--- config.mk ---
export PLATFORM = sky130hd
export DESIGN_NAME = ess_div
export DESIGN_NICKNAME = d
export VERILOG_FILES = /design/src/rtl/core/ess_pkg.sv /design/src/rtl/core/ess_div.sv
export SDC_FILE = /design/constraint.sdc
export NUM_CORES = 1
export LEC_CHECK = 0
export BUFFER_PORTS_ARGS = -buffer_cell sky130_fd_sc_hd__buf_2
export CELL_PAD_IN_SITES_DETAIL_PLACEMENT = 0
export CELL_PAD_IN_SITES_GLOBAL_PLACEMENT = 2
export CORE_MARGIN = 2
export CORE_UTILIZATION = 35
export DETAILED_ROUTE_END_ITERATION = 16
export GPL_ROUTABILITY_DRIVEN = 1
export PLACE_DENSITY = 0.81
export SYNTH_ARGS = -nofsm -noshare
export SYNTH_HDL_FRONTEND = slang
export SYNTH_SLANG_ARGS = --single-unit
--- constraint.sdc ---
create_clock -name clk -period 3.1 [get_ports clk]
set_input_delay 0.465 -clock clk [delete_from_list [all_inputs] [get_ports clk]]
set_output_delay 0.465 -clock clk [all_outputs]
set_load 0.05 [all_outputs]
--- src/rtl/core/ess_pkg.sv ---
// ----------------------------------------------------------------------------
// ess_pkg
// Shared types and constants of the edge speed smoother: opcodes, register
// indexes, sequencer states and the divider request and response bundles.
// ----------------------------------------------------------------------------
`default_nettype none

package ess_pkg;

    localparam int NUM_EDGES  = 1024;
    localparam int MAX_STEPS  = 16;
    localparam int EDGE_W     = $clog2(NUM_EDGES);
    localparam int SLOT_W     = $clog2(MAX_STEPS);
    localparam int HIST_AW    = EDGE_W + SLOT_W;

    localparam int SPEED_W    = 16;
    localparam int SUM_W      = 20;
    localparam int STEPS_W    = 5;
    localparam int WEIGHT_W   = 17;
    localparam int LEN_W      = 24;
    localparam int TIME_W     = 32;
    localparam int CFG_IDX_W  = 2;
    localparam int CFG_DATA_W = 17;

    localparam int DIV_W      = 32;
    localparam int DIVR_W     = 16;
    localparam int DIV_CNT_W  = $clog2(DIV_W);

    localparam logic [SUM_W-1:0]    SUM_MAX    = SUM_W'(MAX_STEPS * 65535);
    localparam logic [WEIGHT_W-1:0] WEIGHT_ONE = WEIGHT_W'(65536);
    localparam logic [STEPS_W-1:0]  STEPS_MAX  = STEPS_W'(MAX_STEPS);

    localparam logic [CFG_IDX_W-1:0] CFG_MODE   = 2'd0;
    localparam logic [CFG_IDX_W-1:0] CFG_WINDOW = 2'd1;
    localparam logic [CFG_IDX_W-1:0] CFG_WEIGHT = 2'd2;

    typedef enum logic [1:0] {
        OP_INIT    = 2'd0,
        OP_SAMPLE  = 2'd1,
        OP_ADVANCE = 2'd2,
        OP_QUERY   = 2'd3
    } op_t;

    typedef enum logic [2:0] {
        ST_IDLE,
        ST_READ,
        ST_EXEC,
        ST_FILL,
        ST_EMA,
        ST_DIV,
        ST_FINISH
    } state_t;

    typedef struct packed {
        logic              start;
        logic [DIV_W-1:0]  dividend;
        logic [DIVR_W-1:0] divisor;
    } div_req_t;

    typedef struct packed {
        logic             done;
        logic [DIV_W-1:0] quotient;
    } div_rsp_t;

endpackage

`default_nettype wire

--- src/rtl/core/ess_div.sv ---
// ----------------------------------------------------------------------------
// ess_div
// Restoring unsigned divider, one quotient bit per cycle. Serves both the
// window average and the travel effort.
// ----------------------------------------------------------------------------
`default_nettype none

module ess_div (
    input  wire logic              clk,
    input  wire logic              rst_n,
    input  wire ess_pkg::div_req_t req,
    output ess_pkg::div_rsp_t      rsp
);

    logic                              busy_reg, busy_next;
    logic                              done_reg, done_next;
    logic [ess_pkg::DIV_CNT_W-1:0]     cnt_reg, cnt_next;
    logic [ess_pkg::DIV_W-1:0]         quo_reg, quo_next;
    logic [ess_pkg::DIVR_W-1:0]        rem_reg, rem_next;
    logic [ess_pkg::DIVR_W-1:0]        dsr_reg, dsr_next;
    logic [ess_pkg::DIVR_W:0]          shifted;
    logic [ess_pkg::DIVR_W+1:0]        trial;

    assign shifted = {rem_reg, quo_reg[ess_pkg::DIV_W-1]};
    assign trial   = {1'b0, shifted} - {2'b00, dsr_reg};

    always_comb
    begin
        busy_next = busy_reg;
        done_next = 1'b0;
        cnt_next  = cnt_reg;
        quo_next  = quo_reg;
        rem_next  = rem_reg;
        dsr_next  = dsr_reg;
        if (req.start)
        begin
            busy_next = 1'b1;
            cnt_next  = '0;
            quo_next  = req.dividend;
            rem_next  = '0;
            dsr_next  = req.divisor;
        end
        else if (busy_reg)
        begin
            if (trial[ess_pkg::DIVR_W+1])
            begin
                rem_next = shifted[ess_pkg::DIVR_W-1:0];
                quo_next = {quo_reg[ess_pkg::DIV_W-2:0], 1'b0};
            end
            else
            begin
                rem_next = trial[ess_pkg::DIVR_W-1:0];
                quo_next = {quo_reg[ess_pkg::DIV_W-2:0], 1'b1};
            end
            cnt_next = cnt_reg + 1'b1;
            if (cnt_reg == ess_pkg::DIV_CNT_W'(ess_pkg::DIV_W - 1))
            begin
                busy_next = 1'b0;
                done_next = 1'b1;
            end
        end
    end

    always_ff @(posedge clk or negedge rst_n)
    begin
        if (!rst_n)
        begin
            busy_reg <= 1'b0;
            done_reg <= 1'b0;
            cnt_reg  <= '0;
        end
        else
        begin
            busy_reg <= busy_next;
            done_reg <= done_next;
            cnt_reg  <= cnt_next;
        end
    end

    always_ff @(posedge clk)
    begin
        quo_reg <= quo_next;
        rem_reg <= rem_next;
        dsr_reg <= dsr_next;
    end

    assign rsp.done     = done_reg;
    assign rsp.quotient = quo_reg;

endmodule

`default_nettype wire

; ---- Word-level counts from Yosys, hierarchy flattened
; Index checks and enable logic that the tools add are counted.
[totals]
regBits = 71
out_inout_bits = 33
[op_classes]
addsub = 2
eq_ne = 1
muxes = 12
reduce_logical = 1
[ops]
columns = cell, n
row1 = $mux 32, 2
row2 = $sub 17x16->18, 1
row3 = $mux 16, 1
row4 = $mux 5, 2
row5 = $mux 1, 7
row6 = $add 5x1->5 const B, 1
row7 = $eq 5x5->1 const B, 1
row8 = $reduce_bool 2->1, 1

; ---- Logic depth before layout (Yosys ltp)
; Gate-level depths: netlist of the first run.
[depth]
ltp_word = 4
depth_mapped = 10

; ---- Worst setup path before layout of the first run
; OpenSTA, ideal clock, no wires.
[synth_timing]
kind = register to register
startpoint = register quo_reg[31] (netlist bit)
endpoint = register rem_reg[14] (netlist bit)
setup_time_ns = 0.122
arrival_time_ns = 2.530
setup_slack_ns = 0.448
stages_incl_launch_ff = 11
n_path_buf = 0
synth_period_minus_slack_ns = 2.652
cell_sequence = edfxtp_1 inv_1 ha_1 inv_1 fa_1 a211oi_1 o21bai_1 a211oi_1 mux2i_1 a211oi_1 o21ai_1
[synth_between]
elab_chain_len = 2
[synth_rtl]
columns = item, line
row1 = from (decl), ess_div.sv:18  ; logic [ess_pkg::DIV_W-1:0] quo_reg, quo_next;
row2 = from (signal assigned), ess_div.sv:82  ; quo_reg <= quo_next;
row3 = $sub 17x16->18, ess_div.sv:25  ; assign trial = {1'b0, shifted} - {2'b00, dsr_reg};
row4 = $mux 16, ess_div.sv:45  ; if (trial[ess_pkg::DIVR_W+1])
row5 = to (signal assigned), ess_div.sv:83  ; rem_reg <= rem_next;
row6 = to (decl), ess_div.sv:19  ; logic [ess_pkg::DIVR_W-1:0] rem_reg, rem_next;
; No other way between the ends.
; A chain may end at the register's enable or synchronous reset.

; ---- Worst setup path after layout of the first run
[layout_timing]
startpoint = register dsr_reg[10] (netlist bit)
endpoint = register rem_reg[6] (netlist bit)
[layout_between]
elab_chain_len = 2
[layout_rtl]
columns = item, line
row1 = from (decl), ess_div.sv:20  ; logic [ess_pkg::DIVR_W-1:0] dsr_reg, dsr_next;
row2 = from (signal assigned), ess_div.sv:84  ; dsr_reg <= dsr_next;
row3 = $sub 17x16->18, ess_div.sv:25
row4 = $mux 16, ess_div.sv:45
; No other way between the ends.

==> results of run 1 <==
## worst max-delay path, cell delays in order, from the launching register on
cell       delay, ns
edfxtp_1        0.35
inv_1           0.05
ha_1            0.36
a21o_1          0.23
a21o_1          0.20
a21o_1          0.24
o31ai_4         0.40
buf_4           0.27
a211oi_1        0.11
a2111oi_2       0.31
## worst paths after layout
| kind | from | endpoint | slack (ns) | depth (start not counted) |
|---|---|---|---|---|
| setup reg to reg | dsr_reg[10] | rem_reg[6] | 0.48 | 9 |
| max in group asynchronous | rst_n | cnt_reg[4] | 2.47 | 2 |
| setup / recovery | dsr_reg[10] | rem_reg[6] | 0.48 | 9 |
| hold / removal | req[11] | dsr_reg[11] | 0.29 | 1 |
| hold reg to reg | rem_reg[14] | rem_reg[14] | 0.49 | 2 |
| min in group asynchronous | rst_n | done_reg | 0.48 | 2 |
## cell type report
class | instances | share of cell area
Inverter | 21 | 0.0168
Timing Repair Buffer | 89 | 0.101
Clock inverter | 6 | 0.0200
Multi-Input combinational cell | 228 | 0.382
Clock buffer | 10 | 0.0293
Tap cell | 140 | 0.0374
Sequential cell | 71 | 0.413
## cells in the final DEF (no fill, tap or decap), drive strengths merged, types with 5 or more instances in the layout
cell type and instances:
nor3 5, a311oi 5, buf 88, o31ai 7, dfrtp 7, a211oi 11
o21ai 14, edfxtp 48, clkbuf 10, mux2 32, ha 18, nand3 11
nand2 16, xor2 7, a21o 7, a21oi 8, inv 21, nor2 33
dfxtp 16
## per-stage QoR
step	std cells	total power, mW	util	setup slack [ns]
after detailed placement	548	2.88	0.410	0.471
final	565	3.70	0.433	0.478
after floorplan	334	2.50	-	0.448
after global routing	565	3.93	0.433	0.258
after CTS	565	3.74	0.433	0.459
after global placement	548	2.89	0.410	0.514
## logic make-up after synthesis
| group | Yosys count |
|---|---|
| muxes | 35 |
| buffers and inverters | 35 |
| AOI/OAI and AO/OA | 79 |
| DFF | 71 |
| adders and majority gates | 19 |
| and+or+nand+nor | 84 |
| xor gates and xnor gates | 11 |
## power breakdown
group	leakage (nW)	switching [mW]	internal (mW)	total, mW
registers	0.718	0.127	1.18	1.31
logic	1.18	0.936	0.610	1.55
clock network	0.113	0.362	0.479	0.841
## metal layers
metal | wire length [µm] | part of all wire | GRT usage | vias up
met4 | 37 | 0.0042 | 0.0434 | 0
met5 | 0 | 0 | 0 | -
li1 | - | - | - | 1428
met3 | 291 | 0.033 | 0.0365 | 2
met1 | 3870 | 0.44 | 0.192 | 1404
met2 | 4640 | 0.53 | 0.270 | 47
==> qor.csv, run 1 <==
stage,metric,value,unit
status,outcome,"complete, no violations",
critical_path,path_class,flip-flop to flip-flop,
clock_network,hold_buffers,1,
sta,fmax,381,MHz
synth,synth-xor-area-share,0.0249,
clock_network,post_cts_buffers,0,
synth,synth_top_area_share,0.372,
place,port_buffers,83,
synth,yosys_warnings,0,
synth,synthMostInstantiatedCell,edfxtp_1,
place,gp_congestion,0.787,
synth,syn_inst,334,
floorplan,dieArea,0.0119,mm²
synth,synthesis.nets,404,
floorplan,die_h,109,µm
route,drt_iter0_markers,124,
grt,grtUsageTotal,0.155,
route,drt_wl_total,8840,µm
critical_path,startpoint_type,flip-flop,
synth,synth_compound_area_frac,0.164,
synth,synth_cell_types,63,
layout,largest_register_ffs,32,
clock_network,cts-root-buf,clkbuf_8,
synth,ys_seq_area_frac,0.500,
clock_network,clock-sinks,71,
synth,synth_mux_area_frac,0.101,
grt,grt_pass1_vias,2813,
synth,synth_edf_count,48,
synth,ys.flop_type,edfxtp_1,
sta,finalHoldViolations,0,
grt,grt_overflow,0,
route,avgRoutedWirePerCell,15.6,µm
synth,yosysTopAreaCell,edfxtp_1,
power,p_per_area,789,mW/mm²
floorplan,core,0.0108,mm²
synth,ys_async_sr_fraction,0.0986,
route,vias,2881,
synth,ys_seq_elements,71,
layout,num-fill-cells,1062,
synth,synth_common_cells,"edfxtp_1 (48), nor2_1 (33), mux2_2 (32), inv_1 (21), ha_1 (18)",
sta,worst_pin_slew,0.657,ns
sta,timing.clock.skew,0.0103,ns
sta,period_share,0.846,
critical_path,critPathMaxFanout,9,
clock_network,insertion_delay,0.34,ns
route,viasPerCell,5.10,
synth,synth_top_family_by_area,compound AO/OA/AOI/OAI gates,
layout,multi_input_area,0.00179,mm²
run,cap_violations,0,
layout,nets,490,
power,ir_drop,0.371,mV
sta,max_slew_margin,0.561,
route,firstDrtPassIters,5,
sta,whs,0.294,ns
sta,drv_slew,0,
grt,grt_start_max_net_pins,55,
place,placed_area,0.00445,mm²
sta,setup_viol,0,
critical_path,worst_ep_arrival_time,2.86,ns
synth,synthSimpleGateAreaFrac,0.109,
route,post-route-drc-count,0,
grt,grt_pass1_wl,14000,µm
critical_path,required,3.34,ns
route,postRouteAntennaNets,0,
sta,finalSetupTns,0,ns
clock_network,clk_pin_slew,0.08,ns
floorplan,chipWidth,109,µm
layout,antenna_cells,0,
floorplan,ioPinCount,84,
power,p_leak,2.01,nW
hold_path,worstHoldPathType,input port to flip-flop,
place,dpl.hpwl,6610,µm
sta,rsz0062_at_grt,no,
clock_network,cts_resized,0,
clock_network,htreeDepth,3,
layout,design_area,0.00469,mm²
synth,synthAdderAreaFrac,0.0633,
sta,post-route-min-period,2.62,ns
clock_network,tritoncts,built,
synth,syn_area_per_cell,11.6,µm²
grt,antenna_found_initial,0,
clock_network,cts_buffers,9,
critical_path,end_kind,flip-flop,
clock_network,clock_path_buffers,2,
synth,syn-cell-area,0.00387,mm²
floorplan,core.rowCount,38,
layout,area_growth,21.1,%
floorplan,start_util,0.357,
layout,regArea,0.00194,mm²
synth,synthTopCellsByArea,"edfxtp_1 (37%), mux2_2 (9.3%), dfxtp_1 (8.3%)",
layout,drive_above_1_share,0.365,
(Power assumes the default switching activity.)
==> run 2, diff against run 1 <==
Settings changed: CORE_UTILIZATION 35 to 32, PLACE_DENSITY 0.81 to 0.78.
Clock period 3.1 ns to 2.1 ns, I/O delays scaled along.
==> qor.csv, run 2 (synthesis gave the netlist of run 1 again) <==
stage,metric,value,unit,change
critical_path,critPathMaxFanout,3,,was 9
route,drt_wl_total,10200,µm,was 8840 µm
sta,fmax,427,MHz,was 381 MHz
clock_network,cts_buffers,9,,unchanged
critical_path,worst_ep_arrival_time,2.57,ns,was 2.86 ns
layout,largest_register_ffs,32,,unchanged
floorplan,dieArea,0.0130,mm²,was 0.0119 mm²
critical_path,path_class,flip-flop to flip-flop,,unchanged
clock_network,htreeDepth,3,,unchanged
route,vias,3205,,was 2881
sta,fin_ws,-0.243,ns,was 0.478 ns
clock_network,insertion_delay,0.34,ns,about the same
power,switching_share,0.369,,was 0.385
sta,setup_viol,17,,was 0
layout,nets,559,,was 490
sta,rsz0062_at_grt,yes,,was no
grt,grt_overflow,0,,unchanged
route,wl_met3,843,µm,was 291 µm
layout,antenna_cells,0,,unchanged
clock_network,clk_pin_slew,0.06,ns,was 0.08 ns
layout,final_cell_mix,"buf_2 (83), buf_4 (68), edfxtp_1 (48)",,"was buf_2 (83), edfxtp_1 (48), nor2_1 (33)"
clock_network,clock-sinks,71,,unchanged
floorplan,core.rowCount,40,,was 38
hold_path,worstHoldPathType,input port to flip-flop,,unchanged
hold_path,min_from,req[11],,unchanged
grt,grt_pass1_vias,3276,,was 2813
power,ir_drop,0.628,mV,was 0.371 mV
route,routed-wl-met2,4550,µm,was 4640 µm
power,internal-power,4.28,mW,was 2.27 mW
sta,finalSetupTns,-2.05,ns,was 0 ns
grt,grt_start_max_net_pins,33,,was 55
clock_network,tritoncts,built,,unchanged
layout,final_util,0.463,,was 0.433
sta,finalHoldViolations,0,,unchanged
sta,drv_slew,0,,unchanged
place,dp_cells,615,,was 548
run,cap_violations,0,,unchanged
sta,timing.clock.skew,0.00639,ns,was 0.0103 ns
layout,drive_above_1_share,0.504,,was 0.365
power,p_per_area,1230,mW/mm²,was 789 mW/mm²
floorplan,chipWidth,114,µm,was 109 µm
critical_path,end_kind,flip-flop,,unchanged
power,p_switching,2.50,mW,was 1.43 mW
route,viasPerCell,5.00,,was 5.10
sta,period_share,1.12,,was 0.846
critical_path,r2r_cells,11,,was 9
route,avgRoutedWirePerCell,16.0,µm,was 15.6 µm
hold_path,min_to,dsr_reg[11],,unchanged
grt,antenna_found_initial,0,,unchanged
floorplan,ioPinCount,84,,unchanged
critical_path,rrSetupSlack,-0.24,ns,was 0.48 ns
power,seq_power_share,0.284,,was 0.354
critical_path,startpoint_type,flip-flop,,unchanged
route,drt_iter0_markers,141,,was 124
clock_network,cts-root-buf,clkbuf_16,,was clkbuf_8
route,firstDrtPassIters,4,,was 5
place,port_buffers,83,,unchanged
route,top_layer,met4,,unchanged
grt,grtUsageTotal,0.164,,was 0.155
power,p_total,6.78,mW,was 3.70 mW
sta,max_slew_margin,0.545,,was 0.561
route,postRouteAntennaNets,0,,unchanged
power,p_leak,2.43,nW,was 2.01 nW
route,met1_length,4660,µm,was 3870 µm
route,post-route-drc-count,0,,unchanged
layout,final_common_cell,buf_2,,unchanged
layout,fin_cells,641,,was 565
critical_path,r2r-end,rem_reg[14],,was rem_reg[6]
place,gp_congestion,0.848,,was 0.787
power,power_frac_clock,0.227,,about the same
grt,grt_pass1_wl,16300,µm,was 14000 µm
floorplan,die_h,114,µm,was 109 µm
critical_path,required,2.33,ns,was 3.34 ns
layout,area_growth,42.3,%,was 21.1%
clock_network,clock_path_buffers,2,,unchanged
power,combPwrFrac,0.490,,was 0.418
hold_path,hold_path_depth,1,,unchanged
sta,worst_pin_slew,0.679,ns,was 0.657 ns
place,dpl.hpwl,7210,µm,was 6610 µm
status,outcome,"finished, violations left",,"was complete, no violations"
floorplan,start_util,0.325,,was 0.357
status,violations,negative setup slack,,
floorplan,core,0.0119,mm²,was 0.0108 mm²
sta,post-route-min-period,2.34,ns,was 2.62 ns
critical_path,reg2reg_from,quo_reg[31],,was dsr_reg[10]
==> run 2: cell count changes in the layout (fill, tap and decap cells not counted), sizes merged <==
cell and change:
bufinv -1, buf +69, inv +2, clkinv -1
clkinvlp +1, clkbuf -1
==> run 2: worst max-delay path, stage by stage (launching register included) <==
cell	delay [ns]
edfxtp_1	0.40
inv_2	0.10
ha_4	0.15
inv_2	0.04
fa_2	0.37
a211oi_4	0.29
o21bai_4	0.11
a211oi_2	0.28
buf_4	0.15
mux2i_1	0.06
a211oi_1	0.18
o21ai_1	0.10
==> run 2: worst max-delay path by stage <==
stage                     cells past startpoint   startpoint     endpoint
after floorplan                               9  quo_reg[31]   quo_reg[0]
after global placement                        9   dsr_reg[1]   rem_reg[4]
after detailed placement                      9  dsr_reg[10]   rem_reg[1]
after CTS                                     9   dsr_reg[1]   rem_reg[4]
after global routing                         10  quo_reg[31]  rem_reg[12]
final                                        11  quo_reg[31]  rem_reg[14]
==> run 2: per-layer routing <==
layer / track usage / up-vias
met4: 0.0650 / 0
met5: 0 / -
met2: 0.244 / 106
met1: 0.211 / 1515
met3: 0.0685 / 14
li1: - / 1570
==> run 2: final cells by class <==
type                            count  area [µm²]
Fill cell                        1134        6400
Multi-Input combinational cell    228        1990
Sequential cell                    71        1940
Timing Repair Buffer              158        1020
Clock buffer                        9         225
Tap cell                          147         184
Inverter                           21        78.8
Clock inverter                      7        71.3
==> run 2: stage by stage <==
step	hold slack, ns	cell area (µm²)	setup WS (ns)
after global routing	0.131	5510	-0.327
after floorplan	0.0194	3920	-0.304
final	0.147	5510	-0.243
after global placement	0.153	4950	-0.144
after CTS	0.132	5310	-0.184
after detailed placement	0.156	4950	-0.187
==> run 2: what timing repair did <==
| action | 4_1_cts | 5_1_grt |
|---|---|---|
| hold buffers | 1 | 0 |
| setup buffers | 3 | 7 |
| setup endpoints to repair | 17 | 17 |
| pin swaps | 7 | 15 |
| resized for setup | 8 | 23 |
| endpoints found under the hold margin | 7 | 0 |
==> run 2: power groups by stage <==
stage / sequential, mW / combinational [mW] / clock (mW)
after global routing: 1.95 / 3.60 / 1.65
after CTS: 1.91 / 3.05 / 1.60
after detailed placement: 1.92 / 2.96 / 0
final: 1.92 / 3.32 / 1.54
after floorplan: 2.19 / 1.57 / 0
after global placement: 1.92 / 2.95 / 0
